File: src/hw/rtl/servo_frame_to_thrust_with_failsafe_assert.svh
// Assertion macros shared by the block's modules.
`ifndef SERVO_FRAME_TO_THRUST_WITH_FAILSAFE_ASSERT_SVH
`define SERVO_FRAME_TO_THRUST_WITH_FAILSAFE_ASSERT_SVH

// Same-cycle implication, checked out of reset.
`define SFTH_ASSERT_NOW(label, ante, cons, msg) \
  label: assert property (@(posedge clk_i) disable iff (!rst_ni) (ante) |-> (cons)) \
    else $error(msg);

// Next-cycle implication, checked out of reset.
`define SFTH_ASSERT_NEXT(label, ante, cons, msg) \
  label: assert property (@(posedge clk_i) disable iff (!rst_ni) (ante) |=> (cons)) \
    else $error(msg);

`endif

File: src/hw/rtl/sfth_pkg.sv
package sfth_pkg;

  // Channel capture limit
  localparam int unsigned MaxChannels = 32;

  // Frame format
  localparam logic [15:0] MagicShort    = 16'd18458;
  localparam logic [15:0] MagicLong     = 16'd29569;
  localparam logic [15:0] PulseMin      = 16'd800;
  localparam logic [15:0] PulseMax      = 16'd2200;
  localparam logic [5:0]  MinFrameWords = 6'd20;
  localparam logic [5:0]  HeaderWords   = 6'd4;
  localparam logic [5:0]  PosMax        = 6'd63;

  // Divider: quotient never exceeds 16 bits since offset <= span
  localparam int unsigned DivSteps = 16;
  localparam int unsigned CntW     = $clog2(DivSteps);

  // Register reset values
  localparam logic [11:0] TrimRst   = 12'd1500;
  localparam logic [10:0] SpanRst   = 11'd400;
  localparam logic [10:0] DeadRst   = 11'd20;
  localparam logic [15:0] FullRst   = 16'd6000;
  localparam logic [4:0]  LeftRst   = 5'd0;
  localparam logic [4:0]  RightRst  = 5'd2;
  localparam logic [15:0] SilentRst = 16'd1000;

  // Register indexes
  typedef enum logic [2:0] {
    RegTrim   = 3'd0,
    RegSpan   = 3'd1,
    RegDead   = 3'd2,
    RegFull   = 3'd3,
    RegLeft   = 3'd4,
    RegRight  = 3'd5,
    RegSilent = 3'd6
  } sfth_reg_e;

  // Controller to datapath
  typedef struct packed {
    logic prep;      // load offset/magnitude of selected channel
    logic mul;       // load product into divider
    logic div_step;  // one restoring divide step
    logic store;     // write signed quotient to held thrust
    logic finish;    // commit frame: arm, seen, clear silence
    logic ch;        // 0 left, 1 right
  } sfth_cmd_t;

  // Datapath to controller
  typedef struct packed {
    logic frame_good;  // good frame ended on this accepted word
    logic out_valid;   // output register full
  } sfth_status_t;

endpackage

File: src/hw/rtl/servo_frame_to_thrust_with_failsafe.sv
// Servo frame to thrust converter with deadband and loss-of-signal failsafe.
// Input stream: one word per beat. tuser = 0 carries a frame word in tdata with
// tlast on the final word; tuser = 1 is a time tick (tdata, tlast ignored).
// Frames with a bad magic or fewer than 20 words are dropped. A good frame
// turns the two configured channels into signed thrusts held for later ticks.
// Output stream: one word per tick once a good frame has been seen, carrying
// both thrusts, the armed flag and the timed-out flag.
// A frame word is taken when idle and not stalled. The word that ends a good
// frame starts a busy run without input (per channel: offset, multiply, 16-step
// shift-subtract divide, store); the divider is the pacing unit. A tick gives
// its result in the output register one cycle after acceptance, and the next
// word may be taken in the same cycle the result is taken.
// Stall: the output register holds its word while m_axis_tready_i is low; in
// that time further words are refused (tready low).
// Reset: configuration returns to its defaults, held thrusts, flags and the
// silence counter clear, and the output register empties.
module servo_frame_to_thrust_with_failsafe (
  input  logic        clk_i,
  input  logic        rst_ni,
  // configuration write port
  input  logic        cfg_we_i,
  input  logic [2:0]  cfg_idx_i,
  input  logic [15:0] cfg_data_i,
  // input stream
  input  logic        s_axis_tvalid_i,
  output logic        s_axis_tready_o,
  input  logic [15:0] s_axis_tdata_i,   // [15:0] frame_word
  input  logic        s_axis_tlast_i,   // word_last
  input  logic        s_axis_tuser_i,   // req_type
  // output stream
  output logic        m_axis_tvalid_o,
  input  logic        m_axis_tready_i,
  output logic [39:0] m_axis_tdata_o,   // [16:0] thrust_left, [33:17] thrust_right, zero pad
  output logic [1:0]  m_axis_tuser_o    // [0] armed, [1] timed_out
);
  import sfth_pkg::*;

  sfth_cmd_t    cmd;
  sfth_status_t status;
  logic         in_fire;
  logic [16:0]  thrust_left, thrust_right;
  logic         armed, timed_out;

  assign in_fire = s_axis_tvalid_i && s_axis_tready_o;

  sfth_ctrl u_ctrl (
    .clk_i           (clk_i),
    .rst_ni          (rst_ni),
    .m_axis_tready_i (m_axis_tready_i),
    .status_i        (status),
    .cmd_o           (cmd),
    .s_axis_tready_o (s_axis_tready_o)
  );

  sfth_dp u_dp (
    .clk_i           (clk_i),
    .rst_ni          (rst_ni),
    .cfg_we_i        (cfg_we_i),
    .cfg_idx_i       (cfg_idx_i),
    .cfg_data_i      (cfg_data_i),
    .in_fire_i       (in_fire),
    .req_type_i      (s_axis_tuser_i),
    .frame_word_i    (s_axis_tdata_i),
    .word_last_i     (s_axis_tlast_i),
    .m_axis_tready_i (m_axis_tready_i),
    .out_valid_o     (m_axis_tvalid_o),
    .thrust_left_o   (thrust_left),
    .thrust_right_o  (thrust_right),
    .armed_o         (armed),
    .timed_out_o     (timed_out),
    .cmd_i           (cmd),
    .status_o        (status)
  );

  // Pack output word
  assign m_axis_tdata_o = {6'b0, thrust_right, thrust_left};
  assign m_axis_tuser_o = {timed_out, armed};

endmodule

File: src/hw/rtl/sfth_ctrl.sv
module sfth_ctrl (
  input  logic                  clk_i,
  input  logic                  rst_ni,
  input  logic                  m_axis_tready_i,
  input  sfth_pkg::sfth_status_t status_i,
  output sfth_pkg::sfth_cmd_t   cmd_o,
  output logic                  s_axis_tready_o
);
  import sfth_pkg::*;

  typedef enum logic [2:0] {
    StIdle,
    StPrep,
    StMul,
    StDiv,
    StStore
  } state_e;

  state_e          state_d, state_q;
  logic            ch_d, ch_q;
  logic [CntW-1:0] cnt_d, cnt_q;
  logic            div_last;

  assign div_last = (cnt_q == CntW'(DivSteps - 1));

  // Next state
  always_comb begin
    state_d = state_q;
    ch_d    = ch_q;
    cnt_d   = cnt_q;
    unique case (state_q)
      StIdle: begin
        if (status_i.frame_good) begin
          state_d = StPrep;
          ch_d    = 1'b0;
        end
      end
      StPrep: state_d = StMul;
      StMul: begin
        state_d = StDiv;
        cnt_d   = '0;
      end
      StDiv: begin
        cnt_d = cnt_q + 1'b1;
        if (div_last) state_d = StStore;
      end
      StStore: begin
        if (ch_q) begin
          state_d = StIdle;
        end else begin
          state_d = StPrep;
          ch_d    = 1'b1;
        end
      end
      default: state_d = StIdle;
    endcase
  end

  always_ff @(posedge clk_i or negedge rst_ni) begin
    if (!rst_ni) begin
      state_q <= StIdle;
      ch_q    <= 1'b0;
      cnt_q   <= '0;
    end else begin
      state_q <= state_d;
      ch_q    <= ch_d;
      cnt_q   <= cnt_d;
    end
  end

  // Commands
  always_comb begin
    cmd_o          = '0;
    cmd_o.ch       = ch_q;
    cmd_o.prep     = (state_q == StPrep);
    cmd_o.mul      = (state_q == StMul);
    cmd_o.div_step = (state_q == StDiv);
    cmd_o.store    = (state_q == StStore);
    cmd_o.finish   = (state_q == StStore) && ch_q;
  end

  // Take words only when idle and the output slot can take a tick result
  assign s_axis_tready_o = (state_q == StIdle) && (!status_i.out_valid || m_axis_tready_i);

  `include "servo_frame_to_thrust_with_failsafe_assert.svh"

  `SFTH_ASSERT_NOW(a_good_only_idle, status_i.frame_good, state_q == StIdle, "frame end while busy")
  `SFTH_ASSERT_NEXT(a_div_runs, (state_q == StDiv) && !div_last, state_q == StDiv, "divide cut short")
  `SFTH_ASSERT_NEXT(a_mul_to_div, state_q == StMul, (state_q == StDiv) && (cnt_q == '0), "divide start")

endmodule

File: src/hw/rtl/sfth_dp.sv
module sfth_dp (
  input  logic                   clk_i,
  input  logic                   rst_ni,
  // configuration
  input  logic                   cfg_we_i,
  input  logic [2:0]             cfg_idx_i,
  input  logic [15:0]            cfg_data_i,
  // accepted input word
  input  logic                   in_fire_i,
  input  logic                   req_type_i,
  input  logic [15:0]            frame_word_i,
  input  logic                   word_last_i,
  // output register
  input  logic                   m_axis_tready_i,
  output logic                   out_valid_o,
  output logic [16:0]            thrust_left_o,
  output logic [16:0]            thrust_right_o,
  output logic                   armed_o,
  output logic                   timed_out_o,
  // control
  input  sfth_pkg::sfth_cmd_t    cmd_i,
  output sfth_pkg::sfth_status_t status_o
);
  import sfth_pkg::*;

  // Configuration registers
  logic [11:0] trim_q;
  logic [10:0] span_q, dead_q;
  logic [15:0] full_q, limit_q;
  logic [4:0]  left_ch_q, right_ch_q;

  always_ff @(posedge clk_i or negedge rst_ni) begin
    if (!rst_ni) begin
      trim_q     <= TrimRst;
      span_q     <= SpanRst;
      dead_q     <= DeadRst;
      full_q     <= FullRst;
      left_ch_q  <= LeftRst;
      right_ch_q <= RightRst;
      limit_q    <= SilentRst;
    end else if (cfg_we_i) begin
      unique case (sfth_reg_e'(cfg_idx_i))
        RegTrim:   trim_q     <= cfg_data_i[11:0];
        RegSpan:   span_q     <= cfg_data_i[10:0];
        RegDead:   dead_q     <= cfg_data_i[10:0];
        RegFull:   full_q     <= cfg_data_i;
        RegLeft:   left_ch_q  <= cfg_data_i[4:0];
        RegRight:  right_ch_q <= cfg_data_i[4:0];
        RegSilent: limit_q    <= cfg_data_i;
        default: ;
      endcase
    end
  end

  // Frame capture
  logic        word_fire, tick_fire;
  logic [5:0]  pos_q, pos_inc;
  logic        magic_q, magic_new;
  logic [15:0] lpulse_q, rpulse_q, lpulse_new, rpulse_new;
  logic        lcap_q, rcap_q, lcap_new, rcap_new;
  logic        hit_l, hit_r, good;
  logic [15:0] calc_pulse_q [2];
  logic        calc_cap_q [2];

  assign word_fire = in_fire_i && !req_type_i;
  assign tick_fire = in_fire_i && req_type_i;

  assign magic_new  = (pos_q == '0) ? (frame_word_i == MagicShort || frame_word_i == MagicLong)
                                    : magic_q;
  assign hit_l      = (32'(left_ch_q) < MaxChannels) && (pos_q == HeaderWords + 6'(left_ch_q));
  assign hit_r      = (32'(right_ch_q) < MaxChannels) && (pos_q == HeaderWords + 6'(right_ch_q));
  assign lpulse_new = hit_l ? frame_word_i : lpulse_q;
  assign rpulse_new = hit_r ? frame_word_i : rpulse_q;
  assign lcap_new   = hit_l || lcap_q;
  assign rcap_new   = hit_r || rcap_q;
  assign pos_inc    = (pos_q == PosMax) ? pos_q : pos_q + 6'd1;
  assign good       = (pos_inc >= MinFrameWords) && magic_new;

  assign status_o.frame_good = word_fire && word_last_i && good;
  assign status_o.out_valid  = out_valid_o;

  always_ff @(posedge clk_i or negedge rst_ni) begin
    if (!rst_ni) begin
      pos_q   <= '0;
      magic_q <= 1'b0;
      lcap_q  <= 1'b0;
      rcap_q  <= 1'b0;
    end else if (word_fire) begin
      if (word_last_i) begin
        pos_q   <= '0;
        magic_q <= 1'b0;
        lcap_q  <= 1'b0;
        rcap_q  <= 1'b0;
      end else begin
        pos_q   <= pos_inc;
        magic_q <= magic_new;
        lcap_q  <= lcap_new;
        rcap_q  <= rcap_new;
      end
    end
  end

  // Pulse payload and the copy handed to the thrust calculation
  always_ff @(posedge clk_i) begin
    if (word_fire) begin
      lpulse_q <= lpulse_new;
      rpulse_q <= rpulse_new;
      if (status_o.frame_good) begin
        calc_pulse_q[0] <= lpulse_new;
        calc_pulse_q[1] <= rpulse_new;
        calc_cap_q[0]   <= lcap_new;
        calc_cap_q[1]   <= rcap_new;
      end
    end
  end

  // Offset, deadband and clamp for the selected channel
  logic [15:0]        pulse;
  logic               in_range;
  logic signed [12:0] off;
  logic [11:0]        off_mag;
  logic [10:0]        mag_q;
  logic               neg_q, zero_q;

  assign pulse    = calc_pulse_q[cmd_i.ch];
  assign in_range = (pulse >= PulseMin) && (pulse <= PulseMax);
  assign off      = $signed({1'b0, pulse[11:0]}) - $signed({1'b0, trim_q});
  assign off_mag  = off[12] ? 12'(-off) : off[11:0];

  always_ff @(posedge clk_i) begin
    if (cmd_i.prep) begin
      neg_q  <= off[12];
      zero_q <= !calc_cap_q[cmd_i.ch] || !in_range || (off_mag < {1'b0, dead_q})
                || (span_q == '0);
      mag_q  <= (off_mag > {1'b0, span_q}) ? span_q : off_mag[10:0];
    end
  end

  // Multiply into the divider, then one restoring step a cycle
  logic [10:0] rem_q;
  logic [15:0] quo_q;
  logic [12:0] trial;

  assign trial = {1'b0, rem_q, quo_q[15]} - {2'b0, span_q};

  always_ff @(posedge clk_i) begin
    if (cmd_i.mul) begin
      {rem_q, quo_q} <= 27'(full_q) * 27'(mag_q);
    end else if (cmd_i.div_step) begin
      if (!trial[12]) begin
        rem_q <= trial[10:0];
        quo_q <= {quo_q[14:0], 1'b1};
      end else begin
        rem_q <= {rem_q[9:0], quo_q[15]};
        quo_q <= {quo_q[14:0], 1'b0};
      end
    end
  end

  // Held thrusts, silence counter, flags
  logic [16:0] result;
  logic [16:0] held_q [2];
  logic        seen_q, armed_q;
  logic [15:0] silent_q, silent_inc;
  logic        expire;

  assign result     = zero_q ? '0 : (neg_q ? 17'(-{1'b0, quo_q}) : {1'b0, quo_q});
  assign silent_inc = (silent_q == '1) ? silent_q : silent_q + 16'd1;
  assign expire     = silent_inc > limit_q;

  always_ff @(posedge clk_i or negedge rst_ni) begin
    if (!rst_ni) begin
      held_q[0] <= '0;
      held_q[1] <= '0;
      seen_q    <= 1'b0;
      armed_q   <= 1'b0;
      silent_q  <= '0;
    end else begin
      if (cmd_i.store) held_q[cmd_i.ch] <= result;
      if (cmd_i.finish) begin
        seen_q   <= 1'b1;
        silent_q <= '0;
        if (held_q[0] != '0 || result != '0) armed_q <= 1'b1;
      end
      if (tick_fire && seen_q) begin
        silent_q <= silent_inc;
        if (expire) begin
          held_q[0] <= '0;
          held_q[1] <= '0;
        end
      end
    end
  end

  // Output register
  logic emit;

  assign emit = tick_fire && seen_q;

  always_ff @(posedge clk_i or negedge rst_ni) begin
    if (!rst_ni) begin
      out_valid_o <= 1'b0;
    end else if (emit) begin
      out_valid_o <= 1'b1;
    end else if (m_axis_tready_i) begin
      out_valid_o <= 1'b0;
    end
  end

  always_ff @(posedge clk_i) begin
    if (emit) begin
      thrust_left_o  <= expire ? '0 : held_q[0];
      thrust_right_o <= expire ? '0 : held_q[1];
      armed_o        <= armed_q;
      timed_out_o    <= expire;
    end
  end

  `include "servo_frame_to_thrust_with_failsafe_assert.svh"

  `SFTH_ASSERT_NEXT(a_armed_sticky, armed_q, armed_q, "armed flag dropped")
  `SFTH_ASSERT_NOW(a_timeout_zero, out_valid_o && timed_out_o,
                   thrust_left_o == '0 && thrust_right_o == '0, "thrust live after timeout")

endmodule

File: config.mk
export PLATFORM = sky130hd
export DESIGN_NAME = servo_frame_to_thrust_with_failsafe
export DESIGN_NICKNAME = d
export VERILOG_FILES = /design/src/hw/rtl/sfth_pkg.sv /design/src/hw/rtl/servo_frame_to_thrust_with_failsafe.sv /design/src/hw/rtl/sfth_ctrl.sv /design/src/hw/rtl/sfth_dp.sv
export VERILOG_INCLUDE_DIRS = /design/src /design/src/hw/rtl
export SDC_FILE = /design/constraint.sdc
export NUM_CORES = 1
export LEC_CHECK = 0
export BUFFER_PORTS_ARGS = -buffer_cell sky130_fd_sc_hd__buf_2
export CAP_MARGIN = 20
export CORE_ASPECT_RATIO = 0.8
export CORE_MARGIN = 10
export CORE_UTILIZATION = 25
export DETAILED_ROUTE_END_ITERATION = 7
export PLACE_DENSITY_LB_ADDON = 0.1
export SYNTH_ARGS = -nofsm -noshare
export SYNTH_HDL_FRONTEND = slang
export SYNTH_HIERARCHICAL = 1
export SYNTH_SLANG_ARGS = --single-unit
File: constraint.sdc
create_clock -name clk_i -period 6.3 [get_ports clk_i]
set_input_delay 1.26 -clock clk_i [delete_from_list [all_inputs] [get_ports clk_i]]
set_output_delay 1.26 -clock clk_i [all_outputs]
set_load 0.02 [all_outputs]
==> impl_metrics.csv <==
group,metric,value,unit
grt,track_usage,0.1253,
grt,number_of_global_route_vias_before_repair,14840,
timing,min_period,6.006,ns
synth,yosys_register_bits,288,
setup_path,critical_path_required,6.58,ns
routing,drt-initial-drc-count,949,
setup_path,worst_path_max_delay_cell,"dfstp_2",
setup_path,critical-path-max-stage-delay,0.59,ns
synth,synth.distinct_cells,79,
routing,vias,14510,
synth,muxShareOfSynthArea,0.07830,
cts,cts_tree,"built",
setup_path,startpoint_type,"flop",
floorplan,die_height,277.5,um
cts,clock_tree.root_cell,"clkbuf_16",
timing,timing.slew.headroom,0.3592,
cts,clock_path_buffers,3,
timing,report.final.hold_viol_count,0,
pwr,power.ir.vdd_worst,0.5310,mV
synth,synth_area_per_cell,10.47,um^2
place,dp_slack,-0.002489,ns
floorplan,die_width,341.9,um
routing,postRouteAntennaNets,0,
final_layout,layout.cells.most_common_list,"227 x inv_1, 187 x nand2_1, 142 x edfxtp_1",
final_layout,final_net_count,2377,
synth,ys_seq_area_frac,0.3836,
floorplan,start_util,0.2521,
synth,synth_top_family_by_area,"adder cells",
final_layout,mostFrequentLayoutCell,"inv_1",
routing,route.detailed.vias_per_inst,4.523,
setup_path,cp_max_fo,6,
synth,synthesis.area,0.02073,mm^2
setup_path,critical_path.most_common_cell,"fa_1",
grt,grt_first_pass_wirelength,93400,um
timing,final-setup-viol-count,0,
floorplan,design.core.area,0.08221,mm^2
min_path,hold_class,"reg2reg",
timing,timing.clock.skew,0.01547,ns
synth,post_synth_and_or_nand_nor_area_fraction,0.1240,
floorplan,std_cell_rows,94,
timing,timing.final.crit_share,0.9533,
synth,yosys_most_used_dff,"edfxtp_1",
synth,postSynth.asyncResetShare,0.5069,
timing,worst_slack,0.2944,ns
grt,grt_start_max_net_pins,70,
floorplan,die_area,0.09489,mm^2
synth,synth_compound_area_frac,0.1124,
grt,grt_remaining_overflow,0,
pwr,cellPowerDensity,477.3,mW/mm^2
synth,synthXorXnorAreaFrac,0.03592,
timing,worstMarginPinSlew,0.9581,ns
final_layout,layout-drive-gt1-share,0.1842,
floorplan,pin_count,86,
timing,report.final.slew_viol_count,0,
cts,holdBufCountCts,0,
timing,finalHoldWorstSlack,0.4991,ns
grt,antenna_found_initial,3,
cts,cts.clk_slew.worst_paths,0.07,ns
pwr,total_leakage_power,10.34,nW
routing,detail_route.drc_violations,0,
synth,post_synth_fa_ha_maj_area_fraction,0.2030,
cts,cts-buffers-inserted,35,
pwr,post-layout-total-power,11.45,mW
setup_path,worst_path_arrival,6.29,ns
routing,drt_pre_antenna_iters,5,
place,dpl.hpwl,45450,um
outcome,outcome,"finished clean",
setup_path,cp_cell_sequence,"nand2_1, fa_1, fa_1, fa_1, inv_1, fa_1, inv_1, fa_1, inv_1, ha_1, a2111oi_1, o21ai_1, a41oi_2, buf_4, o21ai_0, buf_4, a311oi_2, buf_4, a21oi_1, xnor2_1, a21oi_1",
cts,cts_htree_levels,2,
final_layout,areaGrowthSynthToFinish,15.73,%
setup_path,worst_setup_path_end_kind,"flop",
routing,detail_route.wl_per_cell,18.63,um
synth,yosysWarnings,6,
setup_path,timing_worst_setup_path_type,"reg2reg",
cts,clkSinkCount,288,
cts,clock_latency,0.56,ns
timing,max_clock_freq,166.5,MHz
synth,post_synth_inst_count,1979,
routing,routed_wl,59770,um
run,max_capacitance_violation_total,0,
place,portBuffers,79,
place,gp_congestion,0.7992,
synth,post_synth_edffs,142,
[critical path: cells and delay by family (launching register included)]
family	cells	cell delay [ns]
xor+xnor	1	0.15
fa+ha+maj	6	2.87
compound gates	7	1.32
buf+inv	6	0.68
simple gates	1	0.10
flops	1	0.59
[registers in the layout (all words and copies together) (netlist names), 12 cells and up]
name,count
u_dp/calc_pulse_q,32
u_dp/full_q,16
u_dp/held_q,34
u_dp/limit_q,16
u_dp/lpulse_q,16
u_dp/quo_q,16
u_dp/rpulse_q,16
u_dp/silent_q,16
u_dp/thrust_left_o,17
u_dp/thrust_right_o,17
u_dp/trim_q,12
[kinds of logic after synthesis]
family | Yosys count
AO/OA/AOI/OAI | 360
XOR/XNOR | 85
adder cells (fa/ha/maj) | 260
buffers and inverters | 329
flip-flops | 288
multiplexers | 145
other | 1
AND/OR/NAND/NOR | 511
[report_power, final]
group	leakage (nW)	switching (mW)	internal, mW	total [mW]
Clock	0.589	0.882	1.25	2.13
Combinational	6.60	4.06	2.95	7.01
Sequential	3.15	0.132	2.17	2.31
Total	10.3	5.07	6.38	11.4
[path summary, 6_finish.rpt]
| kind | startpoint | endpoint | slack [ns] | cells past startpoint |
|---|---|---|---|---|
| worst max-delay path | u_dp/full_q[5] | u_dp/rem_q[10] | 0.29 | 21 |
| worst min-delay path | u_dp/seen_q | u_dp/seen_q | 0.50 | 1 |
| worst max register to register | u_dp/full_q[5] | u_dp/rem_q[10] | 0.29 | 21 |
| worst min register to register | u_dp/seen_q | u_dp/seen_q | 0.50 | 1 |
| max in group asynchronous | rst_ni | u_dp/trim_q[5] | 4.51 | 2 |
| min in group asynchronous | rst_ni | u_dp/held_q[14] | 0.60 | 1 |
[synthesized netlist by cell type, drive strengths merged, types with 4 or more instances]
cell / instances / share of area
inv: 230 / 0.042
nand2: 188 / 0.034
edfxtp: 142 / 0.21
ha: 133 / 0.080
fa: 127 / 0.12
dfrtp: 120 / 0.14
mux2: 110 / 0.061
and2: 95 / 0.029
o21ai: 82 / 0.020
clkbuf: 79 / 0.014
a21oi: 73 / 0.018
nor2: 67 / 0.012
xnor2: 56 / 0.024
a31oi: 46 / 0.014
a21boi: 39 / 0.014
mux2i: 35 / 0.017
nor3: 33 / 0.0080
xor2: 29 / 0.012
dfstp: 26 / 0.033
a21o: 23 / 0.0083
nand3: 22 / 0.0053
buf: 20 / 0.0067
o21a: 20 / 0.0072
nand4: 15 / 0.0045
o31ai: 14 / 0.0057
nand2b: 13 / 0.0043
a211oi: 12 / 0.0043
and3: 12 / 0.0037
nor2b: 11 / 0.0033
nor4: 11 / 0.0033
or2: 8 / 0.0024
a31o: 6 / 0.0025
nand4b: 6 / 0.0025
or3: 6 / 0.0018
or4: 6 / 0.0024
o41ai: 5 / 0.0021
a2111oi: 4 / 0.0017
nand3b: 4 / 0.0014
nor3b: 4 / 0.0014
o211ai: 4 / 0.0014
[area by class of cell]
cell class              count  area, um^2
fillers                  8581       58230
multi-input cells        1367       11600
flip-flops and latches    288        7950
well taps                1104        1381
repair buffers            153       989.7
clock buffers              41       939.7
inverters                 230       863.3
clock inverters            22       255.2
diodes                      3       7.507
[per-layer routing]
metal / track usage / vias up / part of all wire
met5: 0 / - / 0
met4: 0.02752 / 0 / 0.018
met3: 0.02188 / 62 / 0.040
met2: 0.1799 / 258 / 0.42
met1: 0.1913 / 7195 / 0.52
li1: - / 6996 / -
[repair_timing]
action,in CTS,in global routing
setup endpoints to repair,2,6
resized for setup,1,7
setup buffers,7,3
cloned,0,0
[through the flow]
step	std cells	area [um^2]	utilization	setup TNS, ns
after floorplan	1984	20740	-	0
after global placement	3131	22640	0.2754	-0.3571
after detailed placement	3131	22640	0.2754	-0.002489
after CTS	3201	23890	0.2906	0
after global routing	3205	23980	0.2917	-0.02255
final	3208	23990	0.2918	0
Note: power is estimated with default switching activity, not from simulation.
